### config.mk
export PLATFORM = sky130hd
export DESIGN_NAME = point_in_convex_face_test_core
export DESIGN_NICKNAME = d
export VERILOG_FILES = /design/src/rtl/core/pcf_pkg.sv /design/src/rtl/core/pcf_ram.sv /design/src/rtl/core/pcf_mac.sv /design/src/rtl/core/point_in_convex_face_test_core.sv
export SDC_FILE = /design/constraint.sdc
export NUM_CORES = 2
export LEC_CHECK = 0
export BUFFER_PORTS_ARGS = -buffer_cell sky130_fd_sc_hd__buf_2
export CAP_MARGIN = 20
export CORE_MARGIN = 5
export CORE_UTILIZATION = 30
export CTS_CLUSTER_SIZE = 20
export DETAILED_ROUTE_END_ITERATION = 8
export PLACE_DENSITY = 0.56
export SYNTH_ARGS = -nofsm -noshare
export SYNTH_HDL_FRONTEND = slang
export SYNTH_SLANG_ARGS = --single-unit
### constraint.sdc
create_clock -name clk -period 8 [get_ports clk]
set_clock_uncertainty 0.05 [all_clocks]
set_input_delay 0.8 -clock clk [delete_from_list [all_inputs] [get_ports clk]]
set_output_delay 0.8 -clock clk [all_outputs]
set_load 0.005 [all_outputs]
### src/rtl/core/pcf_pkg.sv
// ----------------------------------------------------------------------------
// pcf_pkg: shared types and constants of the point-in-convex-face test
// Holds the command struct of the shared multiply-accumulate unit and the
// fixed sizes of the vertex store.
// ----------------------------------------------------------------------------
`default_nettype none

package pcf_pkg;

  // Number of vertex slots kept for one face and the address width into them.
  localparam int VERT_SLOTS = 4;
  localparam int SLOT_AW    = $clog2(VERT_SLOTS);

  // Vertex counter saturates at this value.
  localparam logic [2:0] COUNT_MAX = 3'd7;

  // Vertex counts that make a valid face.
  localparam logic [2:0] FACE_TRI  = 3'd3;
  localparam logic [2:0] FACE_QUAD = 3'd4;

  // Command to the multiply-accumulate unit.
  typedef struct packed {
    logic start;     // load operands and begin a product
    logic clear;     // zero the accumulator before this product
    logic sub;       // subtract the product instead of adding it
    logic half_len;  // multiplier operand fits in a coordinate difference
  } mac_cmd_t;

endpackage

`default_nettype wire

### src/rtl/core/pcf_ram.sv
// ----------------------------------------------------------------------------
// pcf_ram: generic single-write, single-read RAM
// One write port and one read port with registered read data.
// ----------------------------------------------------------------------------
`default_nettype none

module pcf_ram #(
  parameter int WIDTH = 48,
  parameter int DEPTH = 4
) (
  input  wire logic                     clk,
  input  wire logic                     we,
  input  wire logic [$clog2(DEPTH)-1:0] waddr,
  input  wire logic [WIDTH-1:0]         wdata,
  input  wire logic [$clog2(DEPTH)-1:0] raddr,
  output logic      [WIDTH-1:0]         rdata
);

  logic [WIDTH-1:0] mem [DEPTH];

  // Write port and registered read port.
  always_ff @(posedge clk) begin
    if (we) begin
      mem[waddr] <= wdata;
    end
    rdata <= mem[raddr];
  end

endmodule

`default_nettype wire

### src/rtl/core/pcf_mac.sv
// ----------------------------------------------------------------------------
// pcf_mac: bit-serial signed multiply-accumulate unit
// Adds or subtracts the product of two signed operands into a wide
// accumulator, one multiplier bit per cycle, with the top bit weighted
// negative as in two's complement.
// ----------------------------------------------------------------------------
`default_nettype none

module pcf_mac #(
  parameter int OW = 35,
  parameter int SW = 17,
  parameter int AW = 72
) (
  input  wire logic                   clk,
  input  wire logic                   rst,
  input  wire pcf_pkg::mac_cmd_t      cmd,
  input  wire logic signed [OW-1:0]   op_a,
  input  wire logic signed [OW-1:0]   op_b,
  output logic                        done,
  output logic signed [AW-1:0]        acc
);

  import pcf_pkg::*;

  localparam int CW = $clog2(OW + 1);
  localparam logic [CW-1:0] LEN_FULL = CW'(OW);
  localparam logic [CW-1:0] LEN_HALF = CW'(SW);

  logic                 busy;
  logic [CW-1:0]        cnt;
  logic signed [AW-1:0] mcand;
  logic [OW-1:0]        mplier;
  logic                 sub;
  logic                 last_bit;

  assign last_bit = (cnt == CW'(1));

  // Control: busy while bits remain, done pulses after the last bit.
  always_ff @(posedge clk) begin
    if (rst) begin
      busy <= 1'b0;
      done <= 1'b0;
    end else begin
      done <= 1'b0;
      if (cmd.start) begin
        busy <= 1'b1;
      end else if (busy && last_bit) begin
        busy <= 1'b0;
        done <= 1'b1;
      end
    end
  end

  // Datapath: shift-add step, the sign bit of the multiplier subtracts.
  always_ff @(posedge clk) begin
    if (cmd.start) begin
      cnt    <= cmd.half_len ? LEN_HALF : LEN_FULL;
      mcand  <= {{(AW - OW){op_a[OW-1]}}, op_a};
      mplier <= op_b;
      sub    <= cmd.sub;
      if (cmd.clear) begin
        acc <= '0;
      end
    end else if (busy) begin
      if (mplier[0]) begin
        if (sub ^ last_bit) begin
          acc <= acc - mcand;
        end else begin
          acc <= acc + mcand;
        end
      end
      mcand  <= mcand <<< 1;
      mplier <= mplier >> 1;
      cnt    <= cnt - CW'(1);
    end
  end

endmodule

`default_nettype wire

### src/rtl/core/point_in_convex_face_test_core.sv
// ----------------------------------------------------------------------------
// point_in_convex_face_test_core: point-in-convex-face test
// Tests whether a query point projects inside a triangle or quad face.
// ----------------------------------------------------------------------------
// Usage: the item channel (item_valid / item_ready) takes one beat per query
// point (item_kind 0) or face vertex (item_kind 1, counterclockwise order).
// A query point starts a new face. The vertex beat with last_vertex set ends
// the face and yields one beat on the result channel (res_valid / res_ready)
// carrying inside_res and bad_face. All other beats yield no result.
// A face of the wrong size goes from its last beat through the finish state
// to the result register with bad_face set. A good face runs on one shared
// bit-serial multiply-accumulate unit: six products of coordinate-difference
// width for the normal, then per edge six such products and three of double
// width. Edges are tested in turn, stopping at the first failing edge.
// item_ready is low while a face is evaluated. The result sits in an output
// register; a stalled receiver holds it, and the block keeps taking beats
// until a second result would be due. Synchronous reset clears the query
// point to zero, the vertex count, and the result valid.
// ----------------------------------------------------------------------------
`default_nettype none

module point_in_convex_face_test_core #(
  parameter int COORD_BITS = 16
) (
  input  wire logic                         clk,
  input  wire logic                         rst,
  input  wire logic                         item_valid,
  output logic                              item_ready,
  input  wire logic                         item_kind,
  input  wire logic signed [COORD_BITS-1:0] coord_x,
  input  wire logic signed [COORD_BITS-1:0] coord_y,
  input  wire logic signed [COORD_BITS-1:0] coord_z,
  input  wire logic                         last_vertex,
  output logic                              res_valid,
  input  wire logic                         res_ready,
  output logic                              inside_res,
  output logic                              bad_face
);

  import pcf_pkg::*;

  localparam int VW = 3 * COORD_BITS;      // packed vertex {z, y, x}
  localparam int DW = COORD_BITS + 1;      // coordinate difference
  localparam int NW = 2 * COORD_BITS + 3;  // normal and edge cross terms
  localparam int AW = 4 * COORD_BITS + 8;  // dot product accumulator

  localparam logic KIND_QUERY = 1'b0;

  typedef enum logic [6:0] {
    ST_IDLE  = 7'b0000001,
    ST_LOAD  = 7'b0000010,
    ST_CROSS = 7'b0000100,
    ST_DOT   = 7'b0001000,
    ST_NEXT  = 7'b0010000,
    ST_FETCH = 7'b0100000,
    ST_FIN   = 7'b1000000
  } state_t;

  state_t state;

  logic                  accept;
  logic [VW-1:0]         qp;
  logic [2:0]            vcount;
  logic [2:0]            cnt_sat;
  logic [2:0]            nv;
  logic [1:0]            ld;
  logic [SLOT_AW-1:0]    k;
  logic [2:0]            k_inc;
  logic [2:0]            k_inc2;
  logic [SLOT_AW-1:0]    nidx;
  logic [VW-1:0]         cur;
  logic [VW-1:0]         nxt;
  logic [VW-1:0]         tmp;
  logic                  is_norm;
  logic [2:0]            opi;
  logic                  issued;
  logic                  res_inside;
  logic                  res_bad;
  logic                  fin_load;

  logic                  ram_we;
  logic [SLOT_AW-1:0]    ram_raddr;
  logic [VW-1:0]         ram_rdata;

  logic signed [DW-1:0]  xd [3];
  logic signed [DW-1:0]  yd [3];
  logic [1:0]            i1;
  logic [1:0]            i2;
  logic signed [DW-1:0]  xa;
  logic signed [DW-1:0]  yb;
  logic signed [NW-1:0]  nrm [3];
  logic signed [NW-1:0]  cr  [3];

  mac_cmd_t              cmd;
  logic signed [NW-1:0]  op_a;
  logic signed [NW-1:0]  op_b;
  logic                  mac_done;
  logic signed [AW-1:0]  acc;

  assign item_ready = (state == ST_IDLE);
  assign accept     = item_valid && item_ready;
  assign cnt_sat    = (vcount == COUNT_MAX) ? COUNT_MAX : vcount + 3'd1;
  assign ram_we     = accept && (item_kind != KIND_QUERY) && (vcount < 3'(VERT_SLOTS));
  assign k_inc      = {1'b0, k} + 3'd1;
  assign k_inc2     = k_inc + 3'd1;
  assign nidx       = (k_inc2 == nv) ? '0 : k_inc2[SLOT_AW-1:0];
  assign fin_load   = (state == ST_FIN) && (!res_valid || res_ready);

  // Vertex store.
  pcf_ram #(
    .WIDTH (VW),
    .DEPTH (VERT_SLOTS)
  ) u_vert_ram (
    .clk   (clk),
    .we    (ram_we),
    .waddr (vcount[SLOT_AW-1:0]),
    .wdata ({coord_z, coord_y, coord_x}),
    .raddr (ram_raddr),
    .rdata (ram_rdata)
  );

  // Read address: first three vertices while loading, next vertex per edge.
  always_comb begin
    case (state)
      ST_LOAD: ram_raddr = ld[SLOT_AW-1:0];
      ST_NEXT: ram_raddr = nidx;
      default: ram_raddr = '0;
    endcase
  end

  // Coordinate differences: edge vector, and either v2 - v0 or point - cur.
  always_comb begin
    for (int i = 0; i < 3; i++) begin
      xd[i] = $signed({nxt[i*COORD_BITS + COORD_BITS - 1], nxt[i*COORD_BITS +: COORD_BITS]})
            - $signed({cur[i*COORD_BITS + COORD_BITS - 1], cur[i*COORD_BITS +: COORD_BITS]});
      if (is_norm) begin
        yd[i] = $signed({tmp[i*COORD_BITS + COORD_BITS - 1], tmp[i*COORD_BITS +: COORD_BITS]})
              - $signed({cur[i*COORD_BITS + COORD_BITS - 1], cur[i*COORD_BITS +: COORD_BITS]});
      end else begin
        yd[i] = $signed({qp[i*COORD_BITS + COORD_BITS - 1], qp[i*COORD_BITS +: COORD_BITS]})
              - $signed({cur[i*COORD_BITS + COORD_BITS - 1], cur[i*COORD_BITS +: COORD_BITS]});
      end
    end
  end

  // Component pair of the cross product term being formed.
  always_comb begin
    case (opi[2:1])
      2'd0:    begin i1 = 2'd1; i2 = 2'd2; end
      2'd1:    begin i1 = 2'd2; i2 = 2'd0; end
      default: begin i1 = 2'd0; i2 = 2'd1; end
    endcase
    xa = opi[0] ? xd[i2] : xd[i1];
    yb = opi[0] ? yd[i1] : yd[i2];
  end

  // Operands and command for the shared multiply-accumulate unit.
  always_comb begin
    cmd       = '0;
    cmd.start = ((state == ST_CROSS) || (state == ST_DOT)) && !issued;
    if (state == ST_DOT) begin
      op_a      = cr[opi[1:0]];
      op_b      = nrm[opi[1:0]];
      cmd.clear = (opi == 3'd0);
    end else begin
      op_a         = {{(NW - DW){xa[DW-1]}}, xa};
      op_b         = {{(NW - DW){yb[DW-1]}}, yb};
      cmd.clear    = !opi[0];
      cmd.sub      = opi[0];
      cmd.half_len = 1'b1;
    end
  end

  pcf_mac #(
    .OW (NW),
    .SW (DW),
    .AW (AW)
  ) u_mac (
    .clk  (clk),
    .rst  (rst),
    .cmd  (cmd),
    .op_a (op_a),
    .op_b (op_b),
    .done (mac_done),
    .acc  (acc)
  );

  // Sequencer and control state.
  always_ff @(posedge clk) begin
    if (rst) begin
      state  <= ST_IDLE;
      qp     <= '0;
      vcount <= '0;
      issued <= 1'b0;
    end else begin
      if (cmd.start) begin
        issued <= 1'b1;
      end else if (mac_done) begin
        issued <= 1'b0;
      end
      case (state)
        ST_IDLE: begin
          if (accept) begin
            if (item_kind == KIND_QUERY) begin
              qp     <= {coord_z, coord_y, coord_x};
              vcount <= '0;
            end else if (last_vertex) begin
              vcount <= '0;
              if ((cnt_sat == FACE_TRI) || (cnt_sat == FACE_QUAD)) begin
                state <= ST_LOAD;
              end else begin
                state <= ST_FIN;
              end
            end else begin
              vcount <= cnt_sat;
            end
          end
        end
        ST_LOAD: begin
          if (ld == 2'd3) begin
            state <= ST_CROSS;
          end
        end
        ST_CROSS: begin
          if (mac_done && (opi == 3'd5) && !is_norm) begin
            state <= ST_DOT;
          end
        end
        ST_DOT: begin
          if (mac_done && (opi == 3'd2)) begin
            state <= acc[AW-1] ? ST_FIN : ST_NEXT;
          end
        end
        ST_NEXT: begin
          state <= (k_inc == nv) ? ST_FIN : ST_FETCH;
        end
        ST_FETCH: begin
          state <= ST_CROSS;
        end
        ST_FIN: begin
          if (fin_load) begin
            state <= ST_IDLE;
          end
        end
        default: begin
          state <= ST_IDLE;
        end
      endcase
    end
  end

  // Working registers of the face evaluation.
  always_ff @(posedge clk) begin
    case (state)
      ST_IDLE: begin
        ld      <= 2'd0;
        k       <= '0;
        opi     <= 3'd0;
        is_norm <= 1'b1;
        if (accept && (item_kind != KIND_QUERY) && last_vertex) begin
          nv         <= cnt_sat;
          res_inside <= 1'b0;
          res_bad    <= 1'b1;
        end
      end
      ST_LOAD: begin
        ld <= ld + 2'd1;
        case (ld)
          2'd1:    cur <= ram_rdata;
          2'd2:    nxt <= ram_rdata;
          2'd3:    tmp <= ram_rdata;
          default: ;
        endcase
      end
      ST_CROSS: begin
        if (mac_done) begin
          if (opi[0]) begin
            if (is_norm) begin
              nrm[opi[2:1]] <= acc[NW-1:0];
            end else begin
              cr[opi[2:1]] <= acc[NW-1:0];
            end
          end
          if (opi == 3'd5) begin
            opi     <= 3'd0;
            is_norm <= 1'b0;
          end else begin
            opi <= opi + 3'd1;
          end
        end
      end
      ST_DOT: begin
        if (mac_done) begin
          if (opi == 3'd2) begin
            opi        <= 3'd0;
            res_inside <= 1'b0;
            res_bad    <= 1'b0;
          end else begin
            opi <= opi + 3'd1;
          end
        end
      end
      ST_NEXT: begin
        if (k_inc == nv) begin
          res_inside <= 1'b1;
          res_bad    <= 1'b0;
        end else begin
          cur <= nxt;
          k   <= k_inc[SLOT_AW-1:0];
        end
      end
      ST_FETCH: begin
        nxt <= ram_rdata;
      end
      default: ;
    endcase
  end

  // Result output register.
  always_ff @(posedge clk) begin
    if (rst) begin
      res_valid <= 1'b0;
    end else if (fin_load) begin
      res_valid <= 1'b1;
    end else if (res_ready) begin
      res_valid <= 1'b0;
    end
  end

  always_ff @(posedge clk) begin
    if (fin_load) begin
      inside_res <= res_inside;
      bad_face   <= res_bad;
    end
  end

endmodule

`default_nettype wire

== After elaboration in Yosys (flattened, before gate mapping) ==
Memory sizes are Yosys's and may differ from the RTL's. A register that Yosys moved wholly into a read port is not among the register bits.
Index checks and enable logic that the tools add are counted.

* Add/subtract/negate cells: 17
* Multipliers: 0
* Divide/modulo/power cells: 0
* Magnitude comparators: 3
* Equality and inequality tests: 36
* Shifts and indexed selects: 0
* Muxes and demuxes: 96
* Bitwise gates (word level): 4
* Reduce and logical (&&, ||, !) cells: 44

{| class="wikitable"
|+ Operator list
! kind !! number
|-
| two-way mux 72 bit || 7
|-
| two-way mux 17 bit || 13
|-
| case mux 48 bit (2 select lines) || 2
|-
| subtractor 16 x 16 -> 17 bit || 9
|-
| two-way mux 48 bit || 3
|-
| two-way mux 35 bit || 4
|-
| binary-select mux 17 bit (select 2 bit) || 4
|-
| adder 72 bit || 1
|-
| subtractor 72 bit || 1
|-
| two-way mux 7 bit || 10
|-
| case mux 7 bit (7 select lines) || 1
|-
| two-way mux 1 bit || 29
|-
| inequality test 2 x 1 -> 1 bit, second input constant || 12
|-
| two-way mux 3 bit || 7
|-
| case mux 2 bit (2 select lines) || 5
|-
| nonzero test 2 bit || 10
|-
| two-way mux 6 bit || 3
|-
| AND reduction 3 bit || 5
|-
| logical AND 1 bit || 10
|-
| inequality test 2 bit, second input constant || 5
|-
| AND reduction 2 bit || 5
|-
| adder 3 x 1 -> 3 bit, second input constant || 3
|-
| equality test 3 bit, second input constant || 3
|-
| case mux 3 bit (3 select lines) || 1
|-
| 31 further kinds || 47
|}

* Register bits after elaboration: 407
* Latch bits: 0
* Bits in writable memories: 402
* ROM bits: 0
* Bits of input ports: 54
* Output and inout bits: 4
* Memories: 3

{| class="wikitable"
|+ Memories
! name !! depth !! bits a word !! rd ports !! clocked after Yosys merged registers in !! write ports !! line !! source
|-
| u_vert_ram.mem || 4 || 48 || 1 || 1 || 1 || pcf_ram.sv:19 || <nowiki>logic [WIDTH-1:0] mem [DEPTH];</nowiki>
|-
| cr || 3 || 35 || 1 || 1 || 1 || point_in_convex_face_test_core.sv:92 || <nowiki>logic signed [NW-1:0] cr [3];</nowiki>
|-
| nrm || 3 || 35 || 1 || 1 || 1 || point_in_convex_face_test_core.sv:91 || <nowiki>logic signed [NW-1:0] nrm [3];</nowiki>
|}

== Logic depth before layout (Yosys ltp) ==
* Depth after elaboration: 9
* Mapped depth: 21
* Gate-level depth less buffers: 20

== Modules after synthesis ==
Synthesis repeated with hierarchy kept, for this count alone.

* Cell total of the unflattened synthesis: 3681
* Area, all modules: 43407.9 um2

{| class="wikitable"
|+ By module, submodules not included
! module !! times used !! cells each !! area each (um2) !! sequential area each (um2)
|-
| point_in_convex_face_test_core || 1 || 2025 || 22261.4 || 12321.8
|-
| pcf_mac || 1 || 1354 || 13236.4 || 5625.4
|-
| pcf_ram || 1 || 302 || 7910.1 || 6726.5
|}

== Worst setup path before layout ==
OpenSTA, ideal clock, no wires.

* Path type: reg2reg
* From: reg state[1]
* To: reg u_mac.acc[0] (enable)
* Setup time: 608 ps
* Arrival time: 6887 ps
* Data required time: 7342 ps
* Setup slack: 455 ps
* Cell stages (with the launch flop): 8
* Period minus slack after synthesis: 7545 ps
* Cell sequence: dfxtp_1 -> nor3_1 -> nand2_1 -> or2_2 -> a21o_1 -> clkbuf_1 -> clkbuf_1 -> o31ai_1

* Word-level cells in the longest chain between the ends: 5
* Elaborated cells on any way between the ends: 9
* Those cells by class: eq/ne: 3; mux: 1; reduce/logical: 5

{| class="wikitable"
|+ Ends and longest elaborated chain
! item !! line !! source
|-
| start: declaration || point_in_convex_face_test_core.sv:59 || <nowiki>state_t state;</nowiki>
|-
| start signal: assignment || point_in_convex_face_test_core.sv:231 || <nowiki>state <= acc[AW-1] ? ST_FIN : ST_NEXT;</nowiki>
|-
| start signal: assignment || point_in_convex_face_test_core.sv:235 || <nowiki>state <= (k_inc == nv) ? ST_FIN : ST_FETCH;</nowiki>
|-
| equality test 7 x 3 -> 1 bit / equality test 7 x 4 -> 1 bit (equally long branches) || point_in_convex_face_test_core.sv:160, point_in_convex_face_test_core.sv:161 ||
|-
| logical OR 1 bit || point_in_convex_face_test_core.sv:160 || <nowiki>cmd.start = ((state == ST_CROSS) || (state == ST_DOT)) && !issued;</nowiki>
|-
| logical AND 1 bit || point_in_convex_face_test_core.sv:160 ||
|-
| inequality test 2 bit (no source line) / nonzero test 2 bit (equally long branches) || n/a ||
|-
| AND reduction 3 bit (no source line) (*) || n/a ||
|-
| end signal: assignment || pcf_mac.sv:67 || <nowiki>acc <= acc - mcand;</nowiki>
|-
| end signal: assignment || pcf_mac.sv:69 || <nowiki>acc <= acc + mcand;</nowiki>
|-
| end: declaration || pcf_mac.sv:20 || <nowiki>output logic signed [AW-1:0] acc</nowiki>
|}

Mark *: on every way between the ends. The rest lies on a longest branch, timed or not.
A chain may end at the register's enable or synchronous reset.

== Final worst setup path ==
* From: reg u_mac.mcand[24]
* To: reg u_mac.acc[67] (data pin)

* Word-level cells in the longest chain between the ends: 5
* Elaborated cells on any way between the ends: 6
* Those cells by class: add/sub: 2; mux: 4

{| class="wikitable"
|+ Ends and longest elaborated chain
! item !! line !! source
|-
| start: declaration || pcf_mac.sv:31 || <nowiki>logic signed [AW-1:0] mcand;</nowiki>
|-
| start signal: assignment || pcf_mac.sv:58 || <nowiki>mcand <= {{(AW - OW){op_a[OW-1]}}, op_a};</nowiki>
|-
| start signal: assignment || pcf_mac.sv:72 || <nowiki>mcand <= mcand <<< 1;</nowiki>
|-
| adder 72 bit / subtractor 72 bit (equally long branches) || pcf_mac.sv:69, pcf_mac.sv:67 ||
|-
| two-way mux 72 bit (*) || pcf_mac.sv:66 || <nowiki>if (sub ^ last_bit) begin</nowiki>
|-
| two-way mux 72 bit (*) || pcf_mac.sv:65 || <nowiki>if (mplier[0]) begin</nowiki>
|-
| two-way mux 72 bit (*) || pcf_mac.sv:64 || <nowiki>end else if (busy) begin</nowiki>
|-
| two-way mux 72 bit (*) || pcf_mac.sv:56 || <nowiki>if (cmd.start) begin</nowiki>
|}

Mark *: on every way between the ends. The rest lies on a longest branch, timed or not. The select of a mux whose other input is x is not followed.

==> impl_metrics.env <==
export IMPL_power_density_nw_per_um2=211
export IMPL_drt_iter0_drc=2706
export IMPL_required_ns=8.41
export IMPL_io_buffers=57
export IMPL_die_area_sq_um=155000
export IMPL_status="finished clean"
export IMPL_synth_top_family_by_area="compound AO/OA/AOI/OAI gates"
export IMPL_cts_setup_buffers=0
export IMPL_viasPerCell=5.14
export IMPL_final_common_cell="edfxtp_1"
export IMPL_cts_hold_fix_buffers=0
export IMPL_first_pass_iters=5
export IMPL_routed_wl_met3_microns=6170
export IMPL_drt_wirelength_per_cell_microns=19.7
export IMPL_synth_adder_area_share_pct=5.39
export IMPL_die_x_microns=394
export IMPL_ir_worst_vdd_v=0.000197
export IMPL_h_tree_depth=3
export IMPL_synth_area_top_cells="edfxtp_1 (51%), dfxtp_1 (5.1%), ha_1 (5.1%)"
export IMPL_clock_latency_ns=0.71
export IMPL_drc=0
export IMPL_crit_top_cell="or4_4"
export IMPL_synthSimpleGateAreaFrac_pct=13.4
export IMPL_antenna_found_initial=3
export IMPL_clock_sinks=859
export IMPL_power_total_w=0.0105
export IMPL_post_cts_resized=0
export IMPL_area_delta_synth_final_pct=12.8
export IMPL_power_leakage_nw=17.6
export IMPL_initial_core_util_pct=30.2
export IMPL_clk_path_buf_depth=3
export IMPL_synth_compound_area_share_pct=15.2
export IMPL_syn_area_per_cell_sq_um=10.8
export IMPL_fin_tns_setup_ns=0
export IMPL_ys_ff_latch=859
export IMPL_cpMaxStageDelayCell="a2111oi_0"
export IMPL_fin_nets=4307
export IMPL_synth_xor_area_share_pct=3.98
export IMPL_synthMuxAreaShare_pct=3.51
export IMPL_dr_wl_met2_microns=56500
export IMPL_yosysWarnings=0
export IMPL_cpLargestDelayFamily="simple AND/OR/NAND/NOR gates"
export IMPL_synth_top_cell_area_share_pct=50.8
export IMPL_crit_path_end_kind="register"
export IMPL_min_from="coord_x[5]"
export IMPL_ant_nets=0
export IMPL_critPathMaxFanout=8
export IMPL_route_vias_total=31139
export IMPL_wl_microns=119000
export IMPL_slew_viol_final=0
export IMPL_cp_arrival_ns=6.51
export IMPL_synthFlopType="edfxtp_1"
export IMPL_syn_inst=4073
export IMPL_synth_fp_nets=4313
export IMPL_fill_cells=14700
export IMPL_min_delay_path_class="input port to register"
export IMPL_holdWs_ns=0.281
export IMPL_hold_viol=0
export IMPL_routed_top_layer="met5"
export IMPL_coreArea_sq_um=146000
export IMPL_holdPathStages=1
export IMPL_rsz0062_at_grt="no"
export IMPL_start_kind="register"
export IMPL_syn_area_sq_um=44200
export IMPL_gp_congestion=0.940
export IMPL_ys_types=76
export IMPL_cts_buffers=95
export IMPL_wl_met1_microns=53600
export IMPL_slew_limit_headroom_pct=30.0
export IMPL_finalCritPeriodShare_pct=76.2
export IMPL_fmax_ghz=0.164
export IMPL_drive_above_1_share_pct=8.47
export IMPL_maxCapViolCount=0
export IMPL_synth_edff_count=747
export IMPL_r2r_start="u_mac.mcand[24]"
export IMPL_path_class="register to register"
export IMPL_yosysSeqAreaShare_pct=55.8
export IMPL_finalSetupViolations=0
export IMPL_hpwlAfterDp_microns=82400
export IMPL_worstMarginPinSlew_ns=1.05
export IMPL_worst_path_largest_cell_delay_ns=0.75
export IMPL_grt_pass1_vias=29750
export IMPL_r2r_end="u_mac.acc[67]"
export IMPL_layout_common_cells="edfxtp_1 (747), nand2_1 (574), a21oi_1 (319)"
export IMPL_root_buffer="clkbuf_16"
export IMPL_grt_max_degree=75
export IMPL_die_h_microns=394
export IMPL_reg2reg_slack_ns=1.90
export IMPL_synth_area_leader_cell="edfxtp_1"
export IMPL_clkTransAtPathRegs_ns=0.06
export IMPL_pin_count=58
export IMPL_path_cells="or4_4, or4_4, or3_4, or4_4, nor2_1, a21oi_1, xnor2_1, ha_1, a21o_1, or4_1, a31oi_1, o211ai_1, a2111oi_0, nor2_1, a31oi_1, mux2i_1"
export IMPL_reg2reg_depth=16
export IMPL_period_needed_ns=6.10
export IMPL_ys_async_sr_fraction_pct=0
export IMPL_grt_usage_pct=14.9
export IMPL_critPathBufInv=0
export IMPL_cts_tree="built"
export IMPL_grt_pass1_wl_microns=183000
export IMPL_rows=140
export IMPL_gr_total_overflow=0
export IMPL_hold_path_end="u_vert_ram.mem[1][5]"
worst max-delay path by stage:
| stage | from | to | slack [ns] | depth (start not counted) |
|---|---|---|---|---|
| 6_report | u_mac.mcand[24] | u_mac.acc[67] | 1.90 | 16 |
| 5_1_grt | u_mac.mcand[2] | u_mac.acc[67] | 1.51 | 17 |
| 4_1_cts | u_mac.mcand[24] | u_mac.acc[67] | 1.90 | 16 |
| 3_5_place_dp | u_mac.mcand[3] | u_mac.acc[67] | 1.84 | 16 |
| 3_3_place_gp | u_mac.mcand[24] | u_mac.acc[67] | 1.95 | 16 |
| 2_1_floorplan | state[1] | u_mac.acc[0] | 0.46 | 7 |
flip-flops by register name, summed over array words and instances, names as in the netlist, 72 cells and up, named ones only:
register and count:
u_vert_ram.mem 192, cr 105, nrm 105, u_mac.acc 72, u_mac.mcand 72
synth_stat cells (all sizes together) (85+ instances only):
cell type	n
edfxtp	747
nand2	574
nor2	322
a21oi	319
o21ai	192
clkbuf	187
ha	179
inv	115
dfxtp	112
mux2i	103
xor2	103
xnor2	98
a31oi	85
kinds of logic after synthesis:
group                      Yosys count
DFF                                859
and+or+nand+nor                   1307
buffers and inverters              320
AOI/OAI and AO/OA                 1051
muxes                              149
adders and majority gates          186
xor gates and xnor gates           201
power breakdown:
part	total [W]	internal, W	leakage (nW)	switching, W
registers	0.00501	0.00494	7.67	0.0000727
logic	0.00100	0.000303	8.33	0.000697
clock network	0.00450	0.00265	1.56	0.00185
metal layers:
| metal | up-vias | track usage, % |
|---|---|---|
| li1 | 15045 | - |
| met1 | 15178 | 20.2 |
| met2 | 761 | 24.6 |
| met3 | 153 | 2.28 |
| met4 | 2 | 4.21 |
| met5 | - | 0 |
per-stage QoR:
| step | instances | util (%) | setup WS, ns | instance area (sq um) |
|---|---|---|---|---|
| floorplan | 4073 | - | 0.455 | 44200 |
| global placement | 5887 | 31.9 | 1.95 | 46600 |
| detailed placement | 5887 | 31.9 | 1.84 | 46600 |
| CTS | 6062 | 34.1 | 1.90 | 49900 |
| global route | 6062 | 34.1 | 1.51 | 49900 |
| finish | 6064 | 34.1 | 1.90 | 49900 |
cell type report:
| type | instances | area (sq um) | area share [%] |
|---|---|---|---|
| Antenna cell | 2 | 5.00 | 0.0100 |
| Clock buffer | 123 | 2580 | 5.18 |
| Clock inverter | 52 | 633 | 1.27 |
| Inverter | 115 | 437 | 0.876 |
| Multi-Input combinational cell | 2894 | 18500 | 37.1 |
| Sequential cell | 859 | 24700 | 49.5 |
| Tap cell | 1917 | 2400 | 4.81 |
| Timing Repair Buffer | 102 | 623 | 1.25 |
(Power assumes the default switching activity.)
